==> src/rtl/fvc_pkg.sv <==
// Shared types, widths and codes for the frustum volume cull pipeline.
package fvc_pkg;

    localparam int COORD_BITS       = 16;
    localparam int NORMAL_FRAC_BITS = 14;
    localparam int NUM_PLANES       = 6;
    localparam int PLANE_FIELD_BITS = 16;
    localparam int PLANE_BITS       = 4 * PLANE_FIELD_BITS;
    localparam int CFG_INDEX_BITS   = 3;
    localparam int EXTENT_BITS      = COORD_BITS - 1;

    localparam int S_TDATA_FIELD_BITS = 6 * COORD_BITS + EXTENT_BITS;
    localparam int S_TDATA_BITS       = ((S_TDATA_FIELD_BITS + 7) / 8) * 8;
    localparam int M_TDATA_BITS       = 8;
    localparam int S_TUSER_BITS       = 2;

    localparam int PROD_BITS = PLANE_FIELD_BITS + COORD_BITS + 1;
    localparam int BIAS_BITS = ((PLANE_FIELD_BITS > COORD_BITS) ? PLANE_FIELD_BITS : COORD_BITS)
                               + NORMAL_FRAC_BITS + 1;
    localparam int SUM_BITS  = ((PROD_BITS > BIAS_BITS) ? PROD_BITS : BIAS_BITS) + 2;

    typedef enum logic [1:0] {
        OP_POINT  = 2'd0,
        OP_SPHERE = 2'd1,
        OP_BOX    = 2'd2,
        OP_CUBE   = 2'd3
    } op_t;

    typedef logic signed [COORD_BITS:0]           coord_t;
    typedef logic        [EXTENT_BITS-1:0]        extent_t;
    typedef logic signed [PLANE_FIELD_BITS-1:0]   pfield_t;
    typedef logic        [PLANE_BITS-1:0]         plane_t;
    typedef logic signed [PROD_BITS-1:0]          prod_t;
    typedef logic signed [SUM_BITS-1:0]           sum_t;

    typedef struct packed {
        logic ld2;
        logic ld3;
        logic ld4;
    } lane_en_t;

endpackage

==> src/rtl/fvc_lane.sv <==
// Per-plane lane: corner selection, products and signed distance sum.
module fvc_lane
    import fvc_pkg::*;
(
    input  logic     clk,
    input  lane_en_t en,
    input  plane_t   plane,
    input  op_t      op,
    input  coord_t   lo [3],
    input  coord_t   hi [3],
    input  extent_t  ext,
    output logic     front
);

    pfield_t n [3];
    pfield_t d;

    coord_t coord_reg  [3];
    coord_t coord_next [3];
    sum_t   bias2_reg;
    sum_t   bias2_next;

    prod_t  prod_reg  [3];
    prod_t  prod_next [3];
    sum_t   bias3_reg;

    sum_t   sum_reg;
    sum_t   sum_next;

    always_comb
    begin
        for (int k = 0; k < 3; k++)
        begin
            n[k] = plane[k*PLANE_FIELD_BITS +: PLANE_FIELD_BITS];
        end
        d = plane[3*PLANE_FIELD_BITS +: PLANE_FIELD_BITS];
    end

    // For boxes and cubes the corner farthest along the normal is picked axis by axis,
    // so one distance stands for all eight corners.
    always_comb
    begin
        for (int k = 0; k < 3; k++)
        begin
            if (!op[1])
            begin
                coord_next[k] = lo[k];
            end
            else if (n[k][PLANE_FIELD_BITS-1])
            begin
                coord_next[k] = (lo[k] < hi[k]) ? lo[k] : hi[k];
            end
            else
            begin
                coord_next[k] = (lo[k] < hi[k]) ? hi[k] : lo[k];
            end
        end
        bias2_next = sum_t'(d) <<< NORMAL_FRAC_BITS;
        if (op == OP_SPHERE)
        begin
            bias2_next = bias2_next + (sum_t'({1'b0, ext}) <<< NORMAL_FRAC_BITS);
        end
    end

    always_comb
    begin
        for (int k = 0; k < 3; k++)
        begin
            prod_next[k] = prod_t'(n[k]) * prod_t'(coord_reg[k]);
        end
        sum_next = sum_t'(prod_reg[0]) + sum_t'(prod_reg[1]) + sum_t'(prod_reg[2]) + bias3_reg;
    end

    always_ff @(posedge clk)
    begin
        if (en.ld2)
        begin
            bias2_reg <= bias2_next;
            for (int k = 0; k < 3; k++)
            begin
                coord_reg[k] <= coord_next[k];
            end
        end
        if (en.ld3)
        begin
            bias3_reg <= bias2_reg;
            for (int k = 0; k < 3; k++)
            begin
                prod_reg[k] <= prod_next[k];
            end
        end
        if (en.ld4)
        begin
            sum_reg <= sum_next;
        end
    end

    assign front = !sum_reg[SUM_BITS-1] && (sum_reg != '0);

endmodule

==> config.mk <==
export PLATFORM = sky130hd
export DESIGN_NAME = fvc_lane
export DESIGN_NICKNAME = d
export VERILOG_FILES = /design/src/rtl/fvc_pkg.sv /design/src/rtl/fvc_lane.sv
export SDC_FILE = /design/constraint.sdc
export NUM_CORES = 2
export LEC_CHECK = 0
export ABC_AREA = 1
export ABC_CLOCK_PERIOD_IN_PS = 7800
export BUFFER_PORTS_ARGS = -buffer_cell sky130_fd_sc_hd__buf_2
export CORE_ASPECT_RATIO = 0.9
export CORE_MARGIN = 2
export CORE_UTILIZATION = 40
export DETAILED_ROUTE_END_ITERATION = 8
export SLEW_MARGIN = 30
export SYNTH_ARGS = -nofsm -noshare
export SYNTH_HDL_FRONTEND = slang
export SYNTH_SLANG_ARGS = --single-unit
==> constraint.sdc <==
create_clock -name clk -period 7.8 [get_ports clk]
set_clock_uncertainty 0.05 [all_clocks]
set_input_delay 1.56 -clock clk [delete_from_list [all_inputs] [get_ports clk]]
set_output_delay 1.56 -clock clk [all_outputs]
set_load 0.02 [all_outputs]
==> results.cfg <==
[timing]
layout_min_cycle_time_ns = 7.03
layout_worst_path_cycle_share_pct = 90.2
fin_tns_setup_ns = 0
slew_headroom_pct = 27.1
setup-violations-final = 0
drv_slew = 0
hold_viol = 0
tightest_slew_ns = 1.09
timing.fmax_mhz = 142
rsz0062_at_grt = false

[setup_path]
arrival_ns = 7.42
path_buf_inv = 5
crit_path_top_delay_cell = fa_1
cp_max_fo = 17
reg2reg_slack_ns = 1.19
startpoint_type = primary input
worstPathRequired_ns = 8.18
crit_chain = buf_2, nand2_1, fa_1, inv_1, fa_1, fa_1, fa_1, fa_1, inv_1, fa_1, inv_1, ha_1, nand2_1, nor2_1, inv_1, nor3_1, o21ai_0, nand3_1, xor2_1
crit_start = plane[36]
endpoint = prod_reg[0][95]$_DFFE_PP_
reg2reg_from = coord_reg[0][50]$_DFFE_PP_
r2r_cells = 18
crit_path_end_kind = flip-flop
cp_common_cell = fa_1
path_class = primary input to flip-flop
path_depth = 19
r2r-end = prod_reg[0][95]$_DFFE_PP_
slowest_delay_ns = 0.81
critical-path-top-delay-family = adder cells

[global_routing]
grt_max_degree = 78
grt_pass1_wl_um = 191000
grt_pass1_vias = 35900
globalRoute.totalOverflow = 0
grt_use_total_pct = 20.7
antenna_found_initial = 3

[detailed_routing]
detail_route.vias_per_cell = 4.82
remaining_drc_errors = 0
finalWirelength_um = 116000
drt_iter0_markers = 2195
vias = 33500
wl_per_cell_um = 16.8
ant_nets = 0
drt-pass1-iter-count = 8

[finish]
post_route_cells_drive_above_1_share_pct = 5.22
diodes = 0
largest_reg_flops = 99
mostFrequentLayoutCells = 1,484 x inv_1, 1,312 x nand2_1, 883 x fa_1
nNetsFinal = 6868
area_delta_synth_final_pct = 6.76
layout_commonest_cell = inv_1

[synth]
synthesis.area_um2 = 45400
yosysUniqueCellTypes = 41
avgSynthCellArea_um2 = 8.41
ys_ff_latch = 219
yosys_warnings = 0
ys_seq_area_share_pct = 14.5
syn_inst = 5397
syn_nets = 6827

[cts]
ctsHoldBuffers = 0
cts_tree = done
cts_sinks = 219
post_cts_buffers = 0
clock_latency_ns = 0.62
clockBufferDepth = 3
cts.repair.resized = 0
htreeDepth = 1
cts_root_buffer = clkbuf_16
cts_made_buffers = 28
clkTransAtPathRegs_ns = 0.06

[die]
ioPinCount = 188
die_w_um = 359
fp-row-count = 117
core_um2 = 113000
die_h_um = 324
die_area_um2 = 116000
start_util_pct = 40.2

[place]
gp_congestion = 0.955
hpwlAfterDp_um = 99400
io_buffers = 187

[job]
cap_violations = 0

[status]
status = complete, no violations

[worst_hold_path]
hold_class = flip-flop to flip-flop
how the worst min path moves through the flow:
| stage | startpoint | depth (start not counted) | end |
|---|---|---|---|
| 2_1_floorplan | bias2_reg[14]$_DFFE_PP_ | 0 | bias3_reg[14]$_DFFE_PP_ |
| 3_3_place_gp | bias2_reg[21]$_DFFE_PP_ | 0 | bias3_reg[21]$_DFFE_PP_ |
| 3_5_place_dp | bias2_reg[21]$_DFFE_PP_ | 0 | bias3_reg[21]$_DFFE_PP_ |
| 4_1_cts | bias2_reg[33]$_DFFE_PP_ | 0 | bias3_reg[33]$_DFFE_PP_ |
| 5_1_grt | bias2_reg[33]$_DFFE_PP_ | 0 | bias3_reg[33]$_DFFE_PP_ |
| 6_report | bias2_reg[33]$_DFFE_PP_ | 0 | bias3_reg[33]$_DFFE_PP_ |
final cells by class:
cell class,count,area (um2)
inverters,1486,5580
repair buffers,210,1120
fillers,11400,64400
multi-input cells,3493,32500
well taps,1487,1860
flip-flops and latches,219,6580
clock inverters,18,150
clock buffers,33,719
through the flow:
step	area (um2)	hold WS [ns]	setup WS [ns]	instances	util, %
after floorplan	45400	0.350	0.702	5397	-
after global placement	47600	0.352	0.283	6895	42.2
after detailed placement	47600	0.355	0.221	6895	42.2
after CTS	48500	0.324	0.840	6946	42.9
after global routing	48500	0.352	0.398	6946	43.0
final	48500	0.334	0.768	6946	43.0
cells in the mapped netlist, drive strengths merged:
master / n / share of area [%]
a21boi: 7 / 0.12
a21o: 21 / 0.35
a21oi: 168 / 1.9
a31o: 1 / 0.019
a31oi: 11 / 0.15
and2: 1 / 0.014
buf: 10 / 0.16
clkbuf: 189 / 1.6
clkinv: 2 / 0.017
edfxtp: 219 / 14
fa: 883 / 39
ha: 360 / 9.9
inv: 1484 / 12
nand2: 1315 / 11
nand2b: 1 / 0.014
nand3: 110 / 1.4
nand3b: 1 / 0.017
nand4: 72 / 0.99
nor2: 205 / 1.7
nor3: 28 / 0.31
nor3b: 1 / 0.017
nor4: 13 / 0.18
o2111ai: 1 / 0.019
o211ai: 6 / 0.099
o21a: 12 / 0.20
o21ai: 103 / 1.1
o21bai: 9 / 0.15
o31a: 1 / 0.019
o31ai: 2 / 0.033
or2: 16 / 0.22
xnor2: 37 / 0.71
xor2: 108 / 2.1
metal layers:
| layer | part of all wire, % | up-vias | track usage [%] |
|---|---|---|---|
| met5 | 0.023 | - | 0 |
| met3 | 6.4 | 139 | 3.01 |
| met2 | 45 | 834 | 33.1 |
| met1 | 47 | 16600 | 30.0 |
| met4 | 2.0 | 4 | 4.50 |
| li1 | - | 15900 | - |
cell families after synthesis:
logic type,Yosys count,share of synthesized area (%)
simple gates,1763,15.7
buf+inv,1685,14.0
fa+ha+maj,1243,48.8
compound gates,342,4.15
flops,219,14.5
xor+xnor,145,2.80
Power is not shown: default switching activity piles up to over one toggle a cycle in this logic, so the estimate is an artifact.
