## src/rtl/fvc_pkg.sv

```systemverilog
// Shared types, widths and codes for the frustum volume cull pipeline.
package fvc_pkg;

    localparam int COORD_BITS       = 16;
    localparam int NORMAL_FRAC_BITS = 14;
    localparam int NUM_PLANES       = 6;
    localparam int PLANE_FIELD_BITS = 16;
    localparam int PLANE_BITS       = 4 * PLANE_FIELD_BITS;
    localparam int CFG_INDEX_BITS   = 3;
    localparam int EXTENT_BITS      = COORD_BITS - 1;

    localparam int S_TDATA_FIELD_BITS = 6 * COORD_BITS + EXTENT_BITS;
    localparam int S_TDATA_BITS       = ((S_TDATA_FIELD_BITS + 7) / 8) * 8;
    localparam int M_TDATA_BITS       = 8;
    localparam int S_TUSER_BITS       = 2;

    localparam int PROD_BITS = PLANE_FIELD_BITS + COORD_BITS + 1;
    localparam int BIAS_BITS = ((PLANE_FIELD_BITS > COORD_BITS) ? PLANE_FIELD_BITS : COORD_BITS)
                               + NORMAL_FRAC_BITS + 1;
    localparam int SUM_BITS  = ((PROD_BITS > BIAS_BITS) ? PROD_BITS : BIAS_BITS) + 2;

    typedef enum logic [1:0] {
        OP_POINT  = 2'd0,
        OP_SPHERE = 2'd1,
        OP_BOX    = 2'd2,
        OP_CUBE   = 2'd3
    } op_t;

    typedef logic signed [COORD_BITS:0]           coord_t;
    typedef logic        [EXTENT_BITS-1:0]        extent_t;
    typedef logic signed [PLANE_FIELD_BITS-1:0]   pfield_t;
    typedef logic        [PLANE_BITS-1:0]         plane_t;
    typedef logic signed [PROD_BITS-1:0]          prod_t;
    typedef logic signed [SUM_BITS-1:0]           sum_t;

    typedef struct packed {
        logic ld2;
        logic ld3;
        logic ld4;
    } lane_en_t;

endpackage

```

## src/rtl/fvc_plane_regs.sv

```systemverilog
// Configuration register file holding the six frustum planes.
module fvc_plane_regs
    import fvc_pkg::*;
(
    input  logic                      clk,
    input  logic                      rst_n,
    input  logic                      cfg_valid,
    output logic                      cfg_ready,
    input  logic [CFG_INDEX_BITS-1:0] cfg_index,
    input  logic [PLANE_BITS-1:0]     cfg_data,
    output plane_t                    planes [NUM_PLANES]
);

    plane_t plane_reg [NUM_PLANES];

    assign cfg_ready = 1'b1;

    always_ff @(posedge clk or negedge rst_n)
    begin
        if (!rst_n)
        begin
            for (int i = 0; i < NUM_PLANES; i++)
            begin
                plane_reg[i] <= '0;
            end
        end
        else if (cfg_valid)
        begin
            for (int i = 0; i < NUM_PLANES; i++)
            begin
                if (cfg_index == CFG_INDEX_BITS'(i))
                begin
                    plane_reg[i] <= cfg_data;
                end
            end
        end
    end

    always_comb
    begin
        for (int i = 0; i < NUM_PLANES; i++)
        begin
            planes[i] = plane_reg[i];
        end
    end

endmodule

```

## config.mk

```make
export PLATFORM = sky130hd
export DESIGN_NAME = fvc_plane_regs
export DESIGN_NICKNAME = d
export VERILOG_FILES = /design/src/rtl/fvc_pkg.sv /design/src/rtl/fvc_plane_regs.sv
export SDC_FILE = /design/constraint.sdc
export NUM_CORES = 1
export LEC_CHECK = 0
export BUFFER_PORTS_ARGS = -buffer_cell sky130_fd_sc_hd__buf_2
export CAP_MARGIN = 20
export CORE_AREA = 2 2 179 181
export CTS_CLUSTER_SIZE = 40
export DETAILED_ROUTE_END_ITERATION = 6
export DIE_AREA = 0 0 181 183
export GPL_TIMING_DRIVEN = 1
export PLACE_DENSITY = 0.77
export SLEW_MARGIN = 20
export SYNTH_ARGS = -nofsm -noshare
export SYNTH_HDL_FRONTEND = slang
export SYNTH_SLANG_ARGS = --single-unit
export TNS_END_PERCENT = 30
```

## constraint.sdc

```tcl
create_clock -name clk -period 1.2 [get_ports clk]
set_clock_uncertainty 0.05 [all_clocks]
set_input_delay 0.06 -clock clk [delete_from_list [all_inputs] [get_ports clk]]
set_output_delay 0.06 -clock clk [all_outputs]
set_load 0.01 [all_outputs]
```

==> results.py, run 1 <==
metrics = {
    "setup_path": {
        "critPathMaxStageDelay_ns": 0.41,
        "end_kind": "primary output",
        "critPathBufInv": 1,
        "path_max_fanout": 2,
        "crit_chain": "buf_2",
        "worst_setup_path_start_kind": "register",
        "crit_type": "reg -> out",
        "crit_family": "flip-flops",
        "r2r-start": "planes[331]",
        "r2r-end": "planes[331]",
        "cp_slowest_cell": "dfrtp_1",
        "worstRegToRegCells": 3,
        "cp.depth": 1,
        "r2r_slack_ns": 0.10,
        "critPathArrivalTime_ns": 1.08,
        "worstPathRequired_ns": 1.09,
    },
    "layout": {
        "layout.nets": 1484,
        "drive_gt1_share_pct": 68.3,
        "fin_cells": 1843,
        "largest_reg_flops": 384,
        "num_antenna_cells": 0,
        "area_growth_pct": 34.3,
        "filler_cell_count": 2108,
    },
    "floorplanning": {
        "ioPinCount": 455,
        "die_h_um": 183,
        "start_util_pct": 49.2,
        "die_area_um2": 33100,
        "core_um2": 31200,
        "dieWidth_um": 181,
        "rows": 65,
    },
    "yosys": {
        "async_reset_ff_share_pct": 100,
        "synth_area_leader_cell": "dfrtp_1",
        "synth.most_common_cell": "dfrtp_1",
        "syn_nets": 888,
        "synth_common_cells": "dfrtp_1 (384), mux2_2 (194), mux2_4 (190)",
        "yosysSeqAreaShare_pct": 62.6,
        "syn-instance-count": 818,
        "yosysTopAreaCellShare_pct": 62.6,
        "synth_area_per_cell_um2": 18.8,
        "ys_types": 11,
        "synth_edf_count": 0,
        "yosys_register_bits": 384,
        "ys.flop_type": "dfrtp_1",
        "synth_area_um2": 15400,
        "synthTopCellsByArea": "dfrtp_1 (63%), mux2_4 (19%), mux2_2 (14%), buf_12 (3.1%), buf_4 (0.64%)",
        "ys.warnings.count": 0,
    },
    "cts": {
        "hold_buffers": 65,
        "cts_buffers": 40,
        "clockBufferDepth": 3,
        "clock_sinks": 384,
        "clkTransAtPathRegs_ns": 0.06,
        "clock_latency_ns": 0.52,
        "cts_tree": "built",
        "cts_max_level": 2,
        "clockRootBuffer": "clkbuf_16",
    },
    "detailed_routing": {
        "drtPass1Iterations": 4,
        "ant_nets": 0,
        "drtIter0Drc": 351,
        "via_count": 9378,
        "viasPerCell": 5.09,
        "avgRoutedWirePerCell_um": 21.6,
        "drt-total-wl_um": 39700,
        "drc_errors": 0,
    },
    "power_and_ir_drop": {
        "power_switching_uw": 11200,
        "p_comb_share_pct": 25.6,
        "power.leakage_uw": 0.0101,
        "p_sw_share_pct": 28.1,
        "power_density_nw_per_um2": 1930,
        "peakVddDrop_mv": 1.39,
        "clockPowerShare_pct": 30.5,
        "p_seq_share_pct": 43.9,
        "intPower_uw": 28700,
    },
    "place": {
        "dp.cells": 1692,
        "pre_cts_ws_ns": -0.244,
        "routabilityCongestion": 0.811,
        "hpwl_um": 27000,
        "numPortBuffers": 453,
    },
    "run_status": {
        "outcome": "finished with violations",
        "violations": "hold timing",
    },
    "sta": {
        "fin_crit_ns": 1.19,
        "fin_tns_setup_ns": 0,
        "drv_slew": 0,
        "timing.final.crit_share_pct": 99.2,
        "timing.fmax_ghz": 0.840,
        "final-hold-violation-count": 18,
        "fin_ws_ns": 0.00916,
        "rsz0062_at_grt": "true",
        "final-setup-viol-count": 0,
        "holdWs_ns": -0.0322,
    },
    "grt": {
        "grt_overflow_total": 0,
        "grt_start_max_net_pins": 60,
        "grt_pass1_vias": 10200,
        "grt_pass1_wl_um": 59900,
        "groute.usage.overall_pct": 23.2,
        "grt_antenna_before_repair": 0,
    },
    "flow_run": {
        "drv_cap": 0,
    },
    "hold_path": {
        "min_path_type": "in -> async",
    },
}
## repair_timing
item / CTS / global route
buffers inserted: 1 / 16
hold endpoints to repair: 768 / 18
endpoints found under the setup margin: 11 / 102
gates resized for setup: 5 / 40
## power groups by stage
stage | clock (uW) | combinational, uW | sequential, uW
6_report | 12200 | 10200 | 17500
5_1_grt | 12900 | 10700 | 17800
4_1_cts | 12400 | 9730 | 17400
3_5_place_dp | 0 | 9490 | 17600
3_3_place_gp | 0 | 9230 | 17500
2_1_floorplan | 0 | 3570 | 18800
## per-layer routing
layer / global-route usage, % / share of wire (%) / vias to the layer above
li1: - / - / 4087
met1: 28.4 / 40 / 4857
met2: 40.3 / 50 / 347
met3: 5.52 / 6.1 / 87
met4: 8.68 / 3.6 / 0
met5: 0 / 0 / -
## cell families after synthesis
family | Yosys count | synth area share (%)
buffers and inverters | 43 | 4.12
DFF | 384 | 62.6
muxes | 384 | 32.8
other | 1 | 0.0244
and+or+nand+nor | 6 | 0.456
## layout by cell type (no fill, tap or decap)
cell / n
conb_1: 1
bufinv_16: 1
buf_2: 412
clkbuf_1: 5
dlygate4sd3_1: 65
clkinv_2: 9
clkbuf_8: 9
mux2_2: 194
inv_6: 2
nor4b_4: 1
buf_8: 1
buf_12: 24
buf_6: 40
dfrtp_1: 384
nand4b_1: 2
and4bb_4: 3
clkinv_8: 1
clkbuf_16: 42
mux2_4: 190
buf_4: 55
## final cells by class
class	count	area, um^2	area share, %
clock buffers	56	1190	5.79
clock inverters	13	109	0.528
multi-input cells	391	5130	24.9
flip-flops and latches	384	9610	46.6
well taps	402	503	2.44
repair buffers	597	4070	19.7
## metrics by stage
stage                     hold slack (ns)  area [um^2]  util [%]  total power [uW]
after floorplan                    -0.286        15400         -             22400
after global placement             -0.101        18300      58.6             26700
after detailed placement          -0.0979        18300      58.6             27000
after CTS                         -0.0685        20300      64.9             39500
after global routing              -0.0297        20600      66.0             41500
final                             -0.0322        20600      66.0             39900
## worst max path at each step
stage,startpoint,end
after floorplan,cfg_index[0],planes[321]
after detailed placement,cfg_index[0],planes[342]
after CTS,planes[346],planes[346]
after global placement,cfg_index[0],planes[367]
final,planes[346],planes[346]
after global routing,planes[346],planes[346]
(Power assumes the default switching activity.)
==> run 2, diff against run 1 <==
Settings changed: PLACE_DENSITY 0.77 to 0.86.
==> run 2 against run 1 <==
Effect of this change: the flow finishes with violations (setup timing); total power up 4.1%; core utilization up 0.61 points; combinational power about the same; largest power group unchanged; highest routed layer unchanged.
==> results.py, run 2 (synthesis gave the netlist of run 1 again) <==
metrics = {
    "setup_path": {
        "critPathBufInv": 1,
        "crit_family": "flip-flops",
        "worstPathRequired_ns": 1.09,
        "crit_type": "reg -> out",
        "crit_chain": "buf_6",
        "worst_setup_path_start_kind": "register",
        "cp_slowest_cell": "dfrtp_1",
        "path_max_fanout": 2,
        "critPathMaxStageDelay_ns": 0.43,
        "end_kind": "primary output",
        "critPathArrivalTime_ns": 1.10,
    },
    "cts": {
        "clkTransAtPathRegs_ns": 0.06,
        "clock_sinks": 384,
        "cts_tree": "built",
        "clockRootBuffer": "clkbuf_16",
        "clockBufferDepth": 3,
        "cts_max_level": 2,
        "cts_buffers": 41,
        "clock_latency_ns": 0.51,
    },
    "place": {
        "numPortBuffers": 453,
        "placed_cell_area_um2": 18200,
        "hpwl_um": 26900,
        "routabilityCongestion": 0.874,
    },
    "layout": {
        "layout.nets": 1480,
        "largest_reg_flops": 384,
        "multi_input_area_um2": 5130,
        "ff_latch_area_um2": 9610,
        "final_common_cell": "buf_2",
        "filler_cell_count": 2025,
        "drive_gt1_share_pct": 68.0,
        "fin_area_um2": 20800,
        "num_antenna_cells": 0,
        "area_growth_pct": 35.5,
        "final_cell_mix": "buf_2 (400), dfrtp_1 (384), mux2_2 (194)",
    },
    "run_status": {
        "violations": "setup timing",
        "outcome": "finished with violations",
    },
    "sta": {
        "fin_crit_ns": 1.21,
        "fin_ws_ns": -0.00773,
        "final-setup-viol-count": 1,
        "holdWs_ns": 0.0735,
        "drv_slew": 0,
        "rsz0062_at_grt": "true",
        "timing.final.crit_share_pct": 101,
        "final-hold-violation-count": 0,
        "timing.fmax_ghz": 0.828,
    },
    "detailed_routing": {
        "avgRoutedWirePerCell_um": 23.1,
        "drt-total-wl_um": 42500,
        "drtPass1Iterations": 4,
        "drtIter0Drc": 395,
        "viasPerCell": 5.26,
        "ant_nets": 0,
        "via_count": 9674,
        "drc_errors": 0,
    },
    "power_and_ir_drop": {
        "power.leakage_uw": 0.0102,
        "power_density_nw_per_um2": 2000,
        "peakVddDrop_mv": 1.91,
    },
    "flow_run": {
        "drv_cap": 0,
    },
    "grt": {
        "grt_pass1_vias": 10500,
        "grt_pass1_wl_um": 62400,
        "grt_overflow_total": 0,
        "groute.usage.overall_pct": 24.3,
        "grt_start_max_net_pins": 60,
        "grt_antenna_before_repair": 0,
    },
    "floorplanning": {
        "ioPinCount": 455,
        "die_h_um": 183,
        "dieWidth_um": 181,
        "start_util_pct": 49.2,
        "rows": 65,
        "die_area_um2": 33100,
        "core_um2": 31200,
    },
    "hold_path": {
        "min_path_type": "in -> async",
    },
}
[run 2: stage by stage]
stage / setup WS [ns] / TNS (ns) / std cells / util (%) / power [uW]
final: -0.00773 / -0.00773 / 1839 / 66.6 / 41500
after global routing: -0.0550 / -0.816 / 1839 / 66.6 / 43100
after CTS: -0.00915 / -0.0562 / 1817 / 65.3 / 40900
after detailed placement: -0.309 / -59.80 / 1676 / 58.2 / 27000
after global placement: -0.230 / -50.03 / 1676 / 58.2 / 26600
after floorplan: 0.0137 / 0 / 818 / - / 22400
[run 2: area by class of cell]
| type | instances | area share [%] |
|---|---|---|
| clock buffer | 58 | 5.83 |
| tap | 402 | 2.42 |
| clock inverter | 12 | 1.05 |
| timing repair buffer | 592 | 19.9 |
| multi-input combinational | 391 | 24.7 |
| sequential | 384 | 46.2 |
[run 2: repair_timing]
| item | 4_1_cts | 5_1_grt |
|---|---|---|
| endpoints found under the setup margin | 25 | 115 |
| endpoints found under the hold margin | 768 | 0 |
| buffers inserted | 5 | 22 |
| hold buffers | 66 | 0 |
| gates resized for setup | 10 | 45 |
[run 2: power breakdown]
part / internal (uW) / switching, uW / leakage (uW)
Clock: 8300 / 5080 / 0.000697
Sequential: 15800 / 1800 / 0.00461
Combinational: 5850 / 4670 / 0.00488
[run 2: worst register-to-register path, stage by stage, from the launching register on]
cell     delay, ns
dfrtp_1       0.40
buf_4         0.14
buf_4         0.12
mux2_4        0.27
[run 2: path summary, 6_finish.rpt]
check	from	endpoint	slack (ns)	cells past startpoint
max	planes[241]	planes[241]	-0.008	1
min	rst_n	planes[122]	0.07	3
max reg2reg	planes[210]	planes[210]	0.11	3
min reg2reg	planes[140]	planes[140]	0.45	1
max in group asynchronous	rst_n	planes[52]	0.14	3
min in group clk	cfg_valid	planes[177]	0.12	4
[run 2: per-layer routing]
layer / global-route usage (%) / part of all wire [%] / routed length, um / vias up
li1: - / - / - / 4082
met1: 28.4 / 37 / 15900 / 4988
met2: 42.9 / 51 / 21800 / 469
met3: 5.60 / 6.4 / 2730 / 135
met4: 11.1 / 4.8 / 2020 / 0
met5: 0 / 0 / 0 / -
==> run 3, diff against run 2 <==
Settings changed: ABC_AREA from default to 1, CORE_AREA 2 2 179 181 to 2 2 178 180, DIE_AREA 0 0 181 183 to 0 0 180 182, PLACE_DENSITY 0.86 to 0.85.
==> run 3 against run 2 <==
Effect of this change: the flow finishes with violations (hold timing, setup timing); register-to-register slack better by 0.26 ns; synthesized area is 3.4% lower; clock-buffer cell count down 1; wire length grew 24%; clock power down 7%; sequential power is 4% lower; maximum frequency rose by 0.11%; total power is 9.1% lower; sequential cell count did not move; final area down 2.7%; combinational power shrank 21%; critical endpoint is now planes[106]; largest cell class unchanged.
==> results.py, run 3 <==
metrics = {
    "run_status": {
        "outcome": "finished with violations",
        "violations": "hold timing, setup timing",
    },
    "cts": {
        "cts_max_level": 2,
        "clock_latency_ns": 0.51,
        "clock_sinks": 384,
        "clockBufferDepth": 3,
        "cts_tree": "built",
        "cts_buffers": 39,
        "clkTransAtPathRegs_ns": 0.06,
        "clockRootBuffer": "clkbuf_16",
        "hold_buffers": 70,
    },
    "detailed_routing": {
        "via_count": 14600,
        "drc_errors": 0,
        "drt-total-wl_um": 52800,
        "drtIter0Drc": 1296,
        "ant_nets": 0,
        "viasPerCell": 5.56,
        "drtPass1Iterations": 5,
        "avgRoutedWirePerCell_um": 20.2,
    },
    "floorplanning": {
        "die_h_um": 182,
        "die_area_um2": 32800,
        "core_um2": 31000,
        "dieWidth_um": 180,
        "rows": 65,
        "ioPinCount": 455,
        "start_util_pct": 47.9,
    },
    "yosys": {
        "syn_nets": 1734,
        "synth_area_per_cell_um2": 8.91,
        "yosysSeqAreaShare_pct": 64.8,
        "synth_area_um2": 14800,
        "yosys_register_bits": 384,
        "synth_common_cells": "nand2_1 (906), dfrtp_1 (384), nand3_1 (256)",
        "synth.most_common_cell": "nand2_1",
        "ys.warnings.count": 0,
        "ys.flop_type": "dfrtp_1",
        "synth_area_leader_cell": "dfrtp_1",
        "syn-instance-count": 1664,
        "synth_edf_count": 0,
        "ys_types": 11,
        "yosysTopAreaCellShare_pct": 64.8,
        "async_reset_ff_share_pct": 100,
        "synthTopCellsByArea": "dfrtp_1 (65%), nand2_1 (23%), nand3_1 (8.6%), buf_2 (2.2%), clkbuf_1 (0.96%)",
    },
    "grt": {
        "use_met1_pct": 38.1,
        "grt_overflow_total": 0,
        "groute.usage.overall_pct": 31.9,
        "grt_start_max_net_pins": 90,
        "grt_use_met2_pct": 52.6,
        "grt_pass1_vias": 15000,
        "grt_antenna_before_repair": 2,
        "grt_busiest_layer": "met2",
        "gr-usage-met3_pct": 8.54,
        "grt_pass1_wl_um": 82400,
    },
    "setup_path": {
        "worstPathRequired_ns": 1.09,
        "crit_family": "flip-flops",
        "critPathBufInv": 1,
        "crit_chain": "buf_2",
        "path_max_fanout": 2,
        "critPathArrivalTime_ns": 1.10,
        "crit_type": "reg -> out",
        "critPathMaxStageDelay_ns": 0.42,
        "end_kind": "primary output",
        "worst_setup_path_start_kind": "register",
        "cp_slowest_cell": "dfrtp_1",
    },
    "sta": {
        "timing.final.crit_share_pct": 101,
        "holdWs_ns": -0.0922,
        "timing.fmax_ghz": 0.829,
        "final-setup-viol-count": 1,
        "final-hold-violation-count": 10,
        "rsz0062_at_grt": "true",
        "drv_slew": 0,
        "fin_ws_ns": -0.00634,
        "fin_crit_ns": 1.21,
    },
    "place": {
        "dp.cells": 2474,
        "numPortBuffers": 453,
        "hpwl_um": 33300,
        "routabilityCongestion": 0.890,
    },
    "layout": {
        "final_cell_mix": "nand2_1 (900), buf_2 (427), dfrtp_1 (384)",
        "layout.nets": 2257,
        "area_growth_pct": 36.6,
        "fin_cells": 2619,
        "largest_reg_flops": 384,
        "drive_gt1_share_pct": 26.9,
        "final_common_cell": "nand2_1",
    },
    "flow_run": {
        "drv_cap": 0,
    },
    "power_and_ir_drop": {
        "power_density_nw_per_um2": 1860,
        "power.leakage_uw": 0.0116,
        "peakVddDrop_mv": 1.21,
    },
    "hold_path": {
        "min_path_type": "in -> async",
    },
}
-- run 3: cell count changes in the layout (fill, tap and decap cells not counted), sizes merged, moves of 5 or more --
cell	before	now
inv	1	8
clkinv	3	8
buf	526	518
mux2	384	0
nand2	0	906
nand3	0	256
nor2	0	6
-- run 3: timing repair --
action,4_1_cts,5_1_grt
setup buffers,1,4
setup endpoints to repair,10,78
gates resized for setup,0,29
hold endpoints to repair,768,10
-- run 3: layout make-up --
cell class | count | area (um^2)
multi-input cells | 1169 | 4770
well taps | 402 | 503
diodes | 1 | 2.50
clock inverters | 13 | 148
clock buffers | 57 | 1180
fillers | 2294 | 10700
flip-flops and latches | 384 | 9610
inverters | 6 | 22.5
repair buffers | 587 | 4030
-- run 3: metal layers --
metal	share of wire, %	vias up
met5	0.038	-
met1	35	6985
met3	11	241
met4	5.8	2
li1	-	6273
met2	48	1065
-- run 3: stage by stage --
stage / power, uW / setup WS, ns / setup TNS, ns / utilization, % / area (um^2)
2_1_floorplan: 20200 / 0.264 / 0 / - / 14800
3_3_place_gp: 24300 / 0.0669 / 0 / 58.2 / 18000
3_5_place_dp: 24600 / -0.00714 / -0.0113 / 58.2 / 18000
4_1_cts: 37400 / -0.0261 / -0.0999 / 64.8 / 20100
5_1_grt: 39300 / -0.0353 / -0.536 / 65.4 / 20300
6_report: 37700 / -0.00634 / -0.00634 / 65.4 / 20300
-- run 3: power by group --
part	switching [uW]	total (uW)	leakage [uW]	internal [uW]
Sequential	1500	16900	0.00483	15400
Combinational	5030	8330	0.00609	3300
Clock	5080	12500	0.000661	7460
-- run 3: logic make-up after synthesis --
| group | synth area share, % |
|---|---|
| AND/OR/NAND/NOR | 31.8 |
| flip-flops | 64.8 |
| buffers and inverters | 3.39 |
| other | 0.0253 |
-- run 3: worst paths after layout --
kind	from	to	slack, ns	cells past startpoint
setup / recovery	planes[106]	planes[106]	-0.006	1
hold / removal	rst_n	planes[74]	-0.09	2
setup reg to reg	planes[1]	planes[1]	0.37	3
hold reg to reg	planes[329]	planes[329]	0.42	2
max in group asynchronous	rst_n	planes[22]	0.46	4
min in group clk	cfg_index[0]	planes[93]	0.06	5
-- run 3: worst reg2reg max path, delay by kind of cell, from the launching register on --
| kind | cells | cell delay (ns) |
|---|---|---|
| simple gates | 2 | 0.12 |
| flops | 1 | 0.41 |
| buf+inv | 1 | 0.15 |
