## src/rtl/fvc_pkg.sv

```systemverilog
// Shared types, widths and codes for the frustum volume cull pipeline.
package fvc_pkg;

    localparam int COORD_BITS       = 16;
    localparam int NORMAL_FRAC_BITS = 14;
    localparam int NUM_PLANES       = 6;
    localparam int PLANE_FIELD_BITS = 16;
    localparam int PLANE_BITS       = 4 * PLANE_FIELD_BITS;
    localparam int CFG_INDEX_BITS   = 3;
    localparam int EXTENT_BITS      = COORD_BITS - 1;

    localparam int S_TDATA_FIELD_BITS = 6 * COORD_BITS + EXTENT_BITS;
    localparam int S_TDATA_BITS       = ((S_TDATA_FIELD_BITS + 7) / 8) * 8;
    localparam int M_TDATA_BITS       = 8;
    localparam int S_TUSER_BITS       = 2;

    localparam int PROD_BITS = PLANE_FIELD_BITS + COORD_BITS + 1;
    localparam int BIAS_BITS = ((PLANE_FIELD_BITS > COORD_BITS) ? PLANE_FIELD_BITS : COORD_BITS)
                               + NORMAL_FRAC_BITS + 1;
    localparam int SUM_BITS  = ((PROD_BITS > BIAS_BITS) ? PROD_BITS : BIAS_BITS) + 2;

    typedef enum logic [1:0] {
        OP_POINT  = 2'd0,
        OP_SPHERE = 2'd1,
        OP_BOX    = 2'd2,
        OP_CUBE   = 2'd3
    } op_t;

    typedef logic signed [COORD_BITS:0]           coord_t;
    typedef logic        [EXTENT_BITS-1:0]        extent_t;
    typedef logic signed [PLANE_FIELD_BITS-1:0]   pfield_t;
    typedef logic        [PLANE_BITS-1:0]         plane_t;
    typedef logic signed [PROD_BITS-1:0]          prod_t;
    typedef logic signed [SUM_BITS-1:0]           sum_t;

    typedef struct packed {
        logic ld2;
        logic ld3;
        logic ld4;
    } lane_en_t;

endpackage

```

## src/rtl/fvc_front.sv

```systemverilog
// Input stage: unpacks a request and forms the low and high corner coordinates.
module fvc_front
    import fvc_pkg::*;
(
    input  logic                    clk,
    input  logic                    load,
    input  logic [S_TDATA_BITS-1:0] s_tdata,
    input  logic [S_TUSER_BITS-1:0] s_tuser,
    output op_t                     op,
    output coord_t                  lo [3],
    output coord_t                  hi [3],
    output extent_t                 ext
);

    op_t     op_reg;
    coord_t  lo_reg [3];
    coord_t  hi_reg [3];
    extent_t ext_reg;

    op_t     op_next;
    coord_t  lo_next [3];
    coord_t  hi_next [3];
    extent_t ext_next;

    always_comb
    begin
        logic signed [COORD_BITS-1:0] a_raw;
        logic signed [COORD_BITS-1:0] b_raw;
        op_next  = op_t'(s_tuser);
        ext_next = s_tdata[6*COORD_BITS +: EXTENT_BITS];
        for (int k = 0; k < 3; k++)
        begin
            a_raw      = s_tdata[k*COORD_BITS +: COORD_BITS];
            b_raw      = s_tdata[(k+3)*COORD_BITS +: COORD_BITS];
            lo_next[k] = coord_t'(a_raw);
            if (op_next == OP_CUBE)
            begin
                hi_next[k] = coord_t'(a_raw) + coord_t'({2'b00, ext_next});
            end
            else
            begin
                hi_next[k] = coord_t'(b_raw);
            end
        end
    end

    always_ff @(posedge clk)
    begin
        if (load)
        begin
            op_reg  <= op_next;
            ext_reg <= ext_next;
            for (int k = 0; k < 3; k++)
            begin
                lo_reg[k] <= lo_next[k];
                hi_reg[k] <= hi_next[k];
            end
        end
    end

    assign op  = op_reg;
    assign ext = ext_reg;

    always_comb
    begin
        for (int k = 0; k < 3; k++)
        begin
            lo[k] = lo_reg[k];
            hi[k] = hi_reg[k];
        end
    end

endmodule

```

## config.mk

```make
export PLATFORM = sky130hd
export DESIGN_NAME = fvc_front
export DESIGN_NICKNAME = d
export VERILOG_FILES = /design/src/rtl/fvc_pkg.sv /design/src/rtl/fvc_front.sv
export SDC_FILE = /design/constraint.sdc
export NUM_CORES = 1
export LEC_CHECK = 0
export ABC_CLOCK_PERIOD_IN_PS = 5000
export BUFFER_PORTS_ARGS = -buffer_cell sky130_fd_sc_hd__buf_4
export CAP_MARGIN = 25
export CORE_MARGIN = 2
export CORE_UTILIZATION = 50
export CTS_CLUSTER_SIZE = 14
export DETAILED_ROUTE_END_ITERATION = 7
export HOLD_SLACK_MARGIN = 0.08
export MAX_ROUTING_LAYER = met4
export PLACE_DENSITY = 0.8
export RECOVER_POWER = 25
export SYNTH_ARGS = -nofsm -noshare
export SYNTH_HDL_FRONTEND = slang
export SYNTH_SLANG_ARGS = --single-unit
```

## constraint.sdc

```tcl
create_clock -name clk -period 5 [get_ports clk]
set_input_delay 0.75 -clock clk [delete_from_list [all_inputs] [get_ports clk]]
set_output_delay 0.75 -clock clk [all_outputs]
set_load 0.03 [all_outputs]
```

==> summary.txt, run 1 <==
Run status
  – Status: finished clean

Routing
  – Avg WL per Cell: 18.0 um
  – Starting DRT DRC Count: 440
  – TritonRoute pass-1 iters: 5
  – Via density per instance: 5.57
  – DRC viols: 0
  – Final WL: 17.4 mm
  – Vias: 5375
  – Routed Antenna Nets: 0

Worst setup path
  – Worst Setup Path Type: in2reg
  – Setup crit start kind: primary input
  – CP Data Required Time: 5.12 ns
  – CP endpoint: hi_reg[0][46]
  – Worst-path fanout max: 4
  – CP startpoint: s_tdata[96]
  – Setup crit end kind: flop
  – Worst path arrival time: 2.87 ns

Global routing
  – Tot GR Track Use: 26.8%
  – Number of global-route vias before repair: 5325
  – Initial antenna violation count: 0
  – Largest net degree at the start of global routing: 86
  – First-pass GRT wire length: 26.2 mm
  – GRT overflow: 0

Layout
  – Post-route cell area: 0.00848 mm^2
  – Area growth from synthesis to layout: 35.0%
  – Fillers: 938
  – Antenna fix cells: 0
  – Share of cells above drive strength 1: 26.9%
  – Commonest non-fill, non-tap cell in the layout: buf_4
  – Number of nets in the layout: 949
  – Max reg flops: 51
  – Most frequent cells in the layout: buf_4 (169), edfxtp_1 (116), nand2_1 (89), clkbuf_1 (61), o21ai_0 (59)
  – Finished Core Util: 69.7%

Timing
  – Hold Fails Final Rpt: 0
  – Worst-margin pin slew: 0.965 ns
  – Max Fclk: 364 MHz
  – Rel. slew slack: 35.5%
  – Setup Viol. Count Final: 0
  – Fin. max-slew vios: 0
  – Final Critical Period: 2.75 ns
  – Final worst path period share: 55.0%
  – RSZ-0062 raised after global routing: false
  – Hold Slack: 0.540 ns
  – Fin Setup TNS: 0 ns

Synth
  – Ys async rst share: 0%
  – Area share of the leading cell type in the synthesized netlist: 55.4%
  – Dominant synthesized flop cell: edfxtp_1
  – Mapped cell area: 0.00628 mm^2
  – Post-Synthesis Cells: 555
  – Synth warn: 0
  – Synth area leader: edfxtp_1
  – Mean Syn Cell Area: 11.3 um^2
  – Netlist cell types: 55
  – Number of flops mapped to enable cells by yosys: 116
  – Largest cells by area after synthesis: edfxtp_1 (55%), ha_1 (9.0%), nand2_1 (5.4%), o21ai_0 (4.7%), a21oi_1 (3.8%)
  – #FFs+latches synth: 116
  – Syn_nets: 719
  – Sequential area share after synthesis: 55.4%

Clock network
  – Postcts setup bufs: 0
  – H-Tree Depth: 4
  – Num CTS Buffers: 17
  – Clock Sinks: 116
  – CTS resizes: 0
  – Clk buf depth: 2
  – Clock tree root driver cell: clkbuf_16
  – Post-CTS Hold Fix Bufs: 0
  – Clock transition at the registers of the reported paths: 0.05 ns
  – CTS tree: done

Die
  – Initial Util: 51.7%
  – Horiz. Die Dim: 116 um
  – Core ar.: 0.0122 mm^2
  – Full die area: 0.0135 mm^2
  – Standard-cell rows: 40
  – Die Ht: 116 um
  – IO Count: 235

Min path
  – Hold crit path type: in2reg
  – Hold path cells: 1

Place
  – IO buf count: 233
  – Dpl cell area: 0.00813 mm^2
  – Gpl congestion: 0.892
  – HPWL Detailed: 13.3 mm

Power and ir drop
  – PwrDens: 366 mW/mm^2
  – VDD IR max: 0.000225 V
  – LEAKAGE: 0.00352 uW

Run
  – Max Cap Viol: 0
-- worst min path at each step --
stage / startpoint / to / slack [ns]
floorplan: s_tdata[96] / ext[0] / 0.85
global placement: s_tdata[34] / lo_reg[0][36] / 0.94
detailed placement: s_tdata[29] / lo_reg[0][30] / 0.94
CTS: s_tdata[29] / lo_reg[0][30] / 0.51
global route: s_tdata[29] / lo_reg[0][30] / 0.53
finish: s_tdata[29] / lo_reg[0][30] / 0.54
-- where the power goes --
part	leakage [uW]	internal, uW	switching (uW)
Sequential	0.00113	1180	25.3
Combinational	0.00211	283	475
Clock	0.000273	720	421
Total	0.00352	2180	921
-- synthesized netlist by cell type, types with 2 or more instances --
cell type,instances
a31oi_1,5
nor3b_1,3
o211ai_1,8
edfxtp_1,116
nor2_1,16
a21o_1,5
nand2_1,90
ha_1,45
xnor2_1,24
xor2_1,13
mux2i_1,2
nand4_1,4
inv_1,16
o311ai_0,2
o21bai_1,7
nand3_1,14
a21oi_1,48
buf_4,3
fa_1,3
nand3b_1,3
o31ai_1,4
o21ai_0,59
buf_2,4
nand2b_1,3
clkbuf_1,13
nor3_1,3
a211oi_1,2
and2_1,3
and3_1,4
o21ai_1,3
buf_6,3
o22ai_1,2
o21a_1,3
-- worst max-delay path, cell delays in order --
cell      delay [ns]
clkbuf_1        0.13
ha_1            0.24
fa_1            0.42
a21o_1          0.23
a221oi_2        0.44
o21ai_2         0.17
a21oi_1         0.20
xor2_1          0.18
o21ai_0         0.11
-- area by class of cell --
class,instances,area (um^2),share of cell area [%]
Timing Repair Buffer,236,1570,18.5
Sequential cell,116,3480,41.1
Clock inverter,12,115,1.36
Tap cell,168,210,2.48
Inverter,16,60.1,0.708
Clock buffer,19,433,5.10
Multi-Input combinational cell,398,2610,30.8
-- logic make-up after synthesis --
group                      after synthesis  share of synthesized area [%]
buffers and inverters                   41                           3.09
and+or+nand+nor                        146                           10.1
xor gates and xnor gates                37                           5.16
adders and majority gates               48                           9.92
DFF                                    116                           55.4
AOI/OAI and AO/OA                      164                           15.8
muxes                                    3                          0.498
-- metrics by stage --
step                      std cells  power (uW)  setup slack [ns]
final                           965        3100              2.25
after global routing            965        3220              2.11
after floorplan                 555        1680              2.30
after CTS                       964        3130              2.31
after detailed placement        933        1990              1.88
after global placement          933        1970              1.94
-- layer usage --
layer / part of all wire (%) / track usage (%)
met3: 7.3 / 7.06
met4: 2.7 / 9.68
met2: 50 / 45.2
met5: 0 / -
met1: 40 / 31.1
Note: power is estimated with default switching activity, not from simulation.
==> run 2, diff against run 1 <==
Settings changed: ABC_AREA from default to 1, ABC_CLOCK_PERIOD_IN_PS 5000 to 2440, CORE_UTILIZATION 50 to 46, PLACE_DENSITY 0.8 to 0.76.
Clock period 5 ns to 2.44 ns, I/O delays scaled along.
==> run 2 against run 1 <==
Effect of this change:
- via count up 14%
- flip-flop and latch count unchanged
- clock power increased by 120%
- critical path type unchanged
- sequential share of layout area is 3.5 points lower
- first-iteration DRC count rose by 0.91%
- count of clock-buffer cells in the layout did not move
- worst setup slack lost 1.5 ns
==> summary.txt, run 2 <==
Timing
  – Final worst path period share: 71.1%
  – Fin Setup TNS: 0 ns (unchanged)
  – Rel. slew slack: 68.3% (+33 points)
  – Hold Fails Final Rpt: 0 (unchanged)
  – Max Fclk: 576 MHz
  – RSZ-0062 raised after global routing: false
  – Fin. max-slew vios: 0 (unchanged)
  – Worst-margin pin slew: 0.475 ns (-0.490 ns)
  – Setup Viol. Count Final: 0 (unchanged)
  – Final Critical Period: 1.74 ns
  – Hold Slack: 0.156 ns (-0.385 ns)

Synth
  – Largest cells by area after synthesis: edfxtp_1 (51%), nand2_1 (17%), ha_1 (8.2%), inv_1 (5.2%), nand3_1 (3.9%)
  – #FFs+latches synth: 116 (unchanged)
  – Dominant synthesized flop cell: edfxtp_1
  – Mean Syn Cell Area: 8.59 um^2 (-24%)
  – Synth warn: 0 (unchanged)
  – Netlist cell types: 27 (-51%)
  – Most common cell in the synthesized netlist: nand2_1
  – Syn_nets: 965 (+34%)
  – Mapped cell area: 0.00688 mm^2 (+9.5%)
  – Number of flops mapped to enable cells by yosys: 116 (unchanged)
  – Sequential area share after synthesis: 50.6% (-4.8 points)
  – Synth cell count leaders: nand2_1 (313), edfxtp_1 (116), inv_1 (96), nand3_1 (54), nor2_1 (47)
  – Ys async rst share: 0% (unchanged)
  – Area share of the leading cell type in the synthesized netlist: 50.6% (-4.8 points)
  – Synth area leader: edfxtp_1
  – Post-Synthesis Cells: 801 (+44%)

Worst setup path
  – Worst path arrival time: 1.92 ns (-0.95 ns)
  – CP Data Required Time: 2.62 ns (-2.50 ns)
  – Setup crit start kind: primary input
  – Worst Setup Path Type: in2reg
  – Worst-path fanout max: 4 (unchanged)
  – Setup crit end kind: flop

Routing
  – Vias: 6135 (+14%)
  – Routed Antenna Nets: 0 (unchanged)
  – Starting DRT DRC Count: 444 (+0.91%)
  – Via density per instance: 4.93 (-12%)
  – Final WL: 18.8 mm (+8.1%)
  – Avg WL per Cell: 15.1 um (-16%)
  – TritonRoute pass-1 iters: 5 (unchanged)
  – DRC viols: 0 (unchanged)

Min path
  – Worst hold endpoint: lo_reg[0][34]
  – Hold path cells: 1 (unchanged)
  – Hold_sp: s_tdata[32]
  – Hold crit path type: in2reg

Global routing
  – Tot GR Track Use: 24.5% (-2.4 points)
  – GRT overflow: 0 (unchanged)
  – Initial antenna violation count: 0 (unchanged)
  – First-pass GRT wire length: 29.1 mm (+11%)
  – Largest net degree at the start of global routing: 36 (-58%)
  – Number of global-route vias before repair: 5830 (+9.5%)

Power and ir drop
  – Pwr Total: 6610 uW (+110%)
  – LEAKAGE: 0.00452 uW (+29%)
  – VDD IR max: 0.000430 V (+91%)
  – PwrDens: 714 mW/mm^2 (+95%)

Clock network
  – CTS tree: done
  – H-Tree Depth: 4 (unchanged)
  – Clk buf depth: 2 (unchanged)
  – Num CTS Buffers: 17 (unchanged)
  – Post-CTS Hold Fix Bufs: 0 (unchanged)
  – Clock Sinks: 116 (unchanged)
  – Clock tree root driver cell: clkbuf_16
  – Postcts setup bufs: 0 (unchanged)
  – CTS resizes: 0 (unchanged)
  – Clock transition at the registers of the reported paths: 0.06 ns (about the same)

Place
  – Placed cells: 1213 (+30%)
  – Dpl cell area: 0.00888 mm^2 (+9.2%)
  – IO buf count: 233 (unchanged)
  – HPWL Detailed: 14.7 mm (+11%)
  – Gpl congestion: 0.860 (-3.7%)

Run status
  – Status: finished clean

Die
  – Full die area: 0.0159 mm^2 (+18%)
  – Die Ht: 126 um (+8.8%)
  – IO Count: 235 (unchanged)
  – Standard-cell rows: 44 (+10%)
  – Horiz. Die Dim: 126 um (+8.8%)
  – Core ar.: 0.0146 mm^2 (+20%)
  – Initial Util: 47.1% (-4.5 points)

Layout
  – Number of nets in the layout: 1212 (+28%)
  – Commonest non-fill, non-tap cell in the layout: nand2_1
  – Antenna fix cells: 0 (unchanged)
  – Post-route cell area: 0.00927 mm^2 (+9.3%)
  – Share of cells above drive strength 1: 23.3% (-3.6 points)
  – Area growth from synthesis to layout: 34.7%
  – Most frequent cells in the layout: nand2_1 (312), buf_4 (174), edfxtp_1 (116), inv_1 (96), clkbuf_1 (56)
  – Post-Layout Cell Count: 1245 (+29%)
  – Max reg flops: 51 (unchanged)

Run
  – Max Cap Viol: 0 (unchanged)
-- run 2: cell count changes in the layout (fill, tap and decap cells not counted), sizes merged, moves of 7 or more --
cell    delta
xnor2     -16
nor2      +31
nand3b     +7
nand3     +42
o211ai     -9
o21ai     -49
a21oi     -28
nand2    +236
inv       +88
nor3       +7
or2        +9
xor2       -8
-- run 2: area by class of cell --
cell class	instances	area, um^2
fillers	1329	5320
flip-flops and latches	116	3480
multi-input cells	569	2940
repair buffers	241	1630
clock buffers	19	433
inverters	103	387
well taps	184	230
clock inverters	13	159
-- run 2: worst max-delay path by stage --
stage / start / end / slack, ns / cells after the start
after floorplan: s_tdata[0] / hi_reg[0][8] / 0.62 / 10
after global placement: s_tdata[96] / hi_reg[0][6] / 0.32 / 10
after detailed placement: s_tdata[96] / hi_reg[0][6] / 0.29 / 10
after CTS: s_tdata[96] / hi_reg[0][6] / 0.72 / 10
after global routing: s_tdata[96] / hi_reg[0][48] / 0.59 / 11
final: s_tdata[96] / hi_reg[0][6] / 0.70 / 10
-- run 2: per-stage QoR --
stage | utilization (%) | setup slack [ns]
2_1_floorplan | - | 0.620
3_3_place_gp | 60.8 | 0.320
3_5_place_dp | 60.8 | 0.285
4_1_cts | 64.9 | 0.725
5_1_grt | 63.5 | 0.592
6_report | 63.5 | 0.705
-- run 2: cell families (layout without fill, tap and decap cells) --
group	after synthesis	after routing	synth area share [%]
simple gates	471	471	29.2
flops	116	116	50.6
buf+inv	116	376	6.60
fa+ha+maj	48	48	9.06
compound gates	37	37	2.87
xor+xnor	13	13	1.66
-- run 2: worst max-delay path: stages --
cell      delay [ns]
clkbuf_1        0.12
ha_1            0.26
fa_1            0.42
nand2_2         0.11
nand2_2         0.07
nand3b_1        0.09
nand2_1         0.13
or2_1           0.24
nand3_1         0.06
nand2_1         0.05
-- run 2: per-layer routing --
| layer | vias up | part of all wire [%] | GRT usage, % |
|---|---|---|---|
| met5 | - | 0 | - |
| met4 | 0 | 1.6 | 6.66 |
| met3 | 28 | 5.9 | 5.90 |
| met2 | 207 | 48 | 39.8 |
| met1 | 2791 | 44 | 30.8 |
| li1 | 3109 | - | - |
-- run 2: power by group --
part,leakage [uW],switching [uW],internal [uW]
registers,0.00113,49.1,2400
clock network,0.000273,943,1600
logic,0.00311,1030,587
total,0.00452,2020,4590
==> run 3, diff against run 2 <==
Settings changed: ABC_CLOCK_PERIOD_IN_PS 2440 to 1500.
Clock period 2.44 ns to 1.5 ns, I/O delays scaled along.
==> run 3 against run 2 <==
Effect of this change:
- sequential share of layout area shrank 5.2 points
- worst setup slack lost 0.64 ns
- non-clock buffer count grew 145
- utilization grew 10 points
- via count grew 12%
- clock power grew 43%
- count of clock-buffer cells in the layout shrank 2
- design area grew 16%
==> summary.txt, run 3 (synthesized netlist as in run 2, its figures left out) <==
Routing
  – Wire length on met3: 1.51 mm (+36%)
  – Avg WL per Cell: 15.7 um (+4.1%)
  – DRC viols: 0 (unchanged)
  – Via density per instance: 4.96 (+0.69%)
  – Metal2 WL: 11.0 mm (+20%)
  – Highest metal used: met4
  – M1 WL: 8.69 mm (+4.9%)
  – Final WL: 21.8 mm (+16%)
  – Vias: 6892 (+12%)
  – Routed Antenna Nets: 0 (unchanged)
  – Starting DRT DRC Count: 408 (-8.1%)
  – TritonRoute pass-1 iters: 5 (unchanged)

Die
  – Core ar.: 0.0146 mm^2 (unchanged)
  – Standard-cell rows: 44 (unchanged)
  – Initial Util: 47.1% (unchanged)
  – Full die area: 0.0159 mm^2 (unchanged)
  – Horiz. Die Dim: 126 um (unchanged)
  – IO Count: 235 (unchanged)
  – Die Ht: 126 um (unchanged)

Worst setup path
  – Setup crit start kind: primary input
  – Worst path arrival time: 1.62 ns (-0.30 ns)
  – Worst-path fanout max: 4 (unchanged)
  – Crit-path cells: buf_4 > ha_4 > fa_2 > nand2_1 > nand2_1 > and2_4 > nand2_2 > nand2_2 > xor2_1 > nand2_1 > nand2_1
  – Worst Setup Path Type: in2reg
  – Top cell by count, worst path: nand2_1
  – Buffer and inverter count on the worst path: 1 (unchanged)
  – CP delay by family, top: simple AND/OR/NAND/NOR gates
  – Setup crit end kind: flop
  – CP Data Required Time: 1.68 ns (-0.94 ns)
  – Crit-path slowest cell: fa_2
  – Crit-path max cell delay: 0.36 ns (-0.06 ns)

Timing
  – Fin. max-slew vios: 0 (unchanged)
  – Worst-margin pin slew: 1.10 ns (+0.623 ns)
  – Final worst path period share: 95.8%
  – Rel. slew slack: 26.8% (-42 points)
  – Setup Viol. Count Final: 0 (unchanged)
  – Final worst slack: 0.0624 ns (-0.642 ns)
  – RSZ-0062 raised after global routing: true
  – Hold Fails Final Rpt: 0 (unchanged)
  – Max Fclk: 696 MHz
  – Final Critical Period: 1.44 ns

Min path
  – Hold crit path type: in2reg

Layout
  – Commonest non-fill, non-tap cell in the layout: nand2_1
  – Finished Core Util: 73.8% (+10 points)
  – Share of cells above drive strength 1: 29.9% (+6.6 points)
  – Antenna fix cells: 0 (unchanged)
  – Post-Layout Cell Count: 1389 (+12%)
  – Most frequent cells in the layout: nand2_1 (309), buf_4 (286), edfxtp_1 (116), inv_1 (95), dlygate4sd3_1 (92)
  – Number of nets in the layout: 1357 (+12%)
  – Area growth from synthesis to layout: 56.5%
  – Max reg flops: 51 (unchanged)

Place
  – Placed cells: 1266 (+4.4%)
  – Gpl congestion: 0.876 (+2.0%)
  – IO buf count: 233 (unchanged)
  – HPWL Detailed: 15.3 mm (+4.7%)
  – Worst slack, placed: -0.370 ns (-0.656 ns)

Power and ir drop
  – Pwr Total: 10800 uW (+63%)
  – PwrDens: 1000 mW/mm^2 (+40%)
  – VDD IR max: 0.000768 V (+79%)
  – LEAKAGE: 0.00532 uW (+18%)

Global routing
  – GRT overflow: 0 (unchanged)
  – Largest net degree at the start of global routing: 37 (+2.8%)
  – Initial antenna violation count: 0 (unchanged)
  – Number of global-route vias before repair: 6982 (+20%)
  – First-pass GRT wire length: 34.3 mm (+18%)
  – Tot GR Track Use: 28.7% (+4.2 points)

Clock network
  – Clk buf depth: 2 (unchanged)
  – H-Tree Depth: 4 (unchanged)
  – CTS tree: done
  – Clock transition at the registers of the reported paths: 0.05 ns (about the same)
  – Postcts setup bufs: 0 (unchanged)
  – Clock Sinks: 116 (unchanged)
  – Num CTS Buffers: 17 (unchanged)
  – Clock tree root driver cell: clkbuf_16

Run status
  – Status: finished clean

Run
  – Max Cap Viol: 0 (unchanged)
==> run 3: cell count changes in the layout (fill, tap and decap cells not counted), moves of 4 or more <==
cell,previous run,this run
clkbuf_4,11,2
buf_4,174,286
clkbuf_1,56,2
dlygate4sd3_1,0,92
clkinv_1,1,5
==> run 3: worst paths after layout <==
kind / startpoint / end / depth (start not counted)
hold / removal: s_tdata[51] / hi_reg[0][3] / 3
setup / recovery: s_tdata[96] / hi_reg[0][42] / 11
==> run 3: area by class of cell <==
class / count / area, um^2
Clock buffer: 17 / 425
Clock inverter: 14 / 96.3
Fill cell: 1047 / 3820
Inverter: 103 / 387
Multi-Input combinational cell: 569 / 3000
Sequential cell: 116 / 3480
Tap cell: 184 / 230
Timing Repair Buffer: 386 / 3140
==> run 3: metrics by stage <==
step           setup TNS, ns  hold WS [ns]  cell area [um^2]
6_report                   0        0.0919             10800
5_1_grt              -0.0962        0.0919             10800
4_1_cts                    0        0.0820             10800
3_5_place_dp          -10.30         0.420              9350
3_3_place_gp           -9.61         0.417              9350
2_1_floorplan         -0.366         0.324              6930
==> run 3: worst min-delay path, cell delays in order <==
cell     delay, ns
buf_4         0.08
nand2_1       0.04
o21ai_0       0.06
==> run 3: per-layer routing <==
layer	global-route usage (%)	vias to the layer above
met2	48.4	287
met1	33.2	3158
met5	-	-
met4	12.2	0
li1	-	3392
met3	6.03	55
==> run 3: what timing repair did <==
action / CTS / global route
gates resized for setup: 0 / 3
hold buffers: 92 / 0
setup endpoints to repair: 0 / 10
hold endpoints to repair: 92 / 0
==> run 3: where the power goes <==
| part | switching (uW) | internal (uW) | total (uW) |
|---|---|---|---|
| logic | 1790 | 1330 | 3130 |
| registers | 90.5 | 3920 | 4010 |
| clock network | 1420 | 2210 | 3630 |
| total | 3300 | 7460 | 10800 |
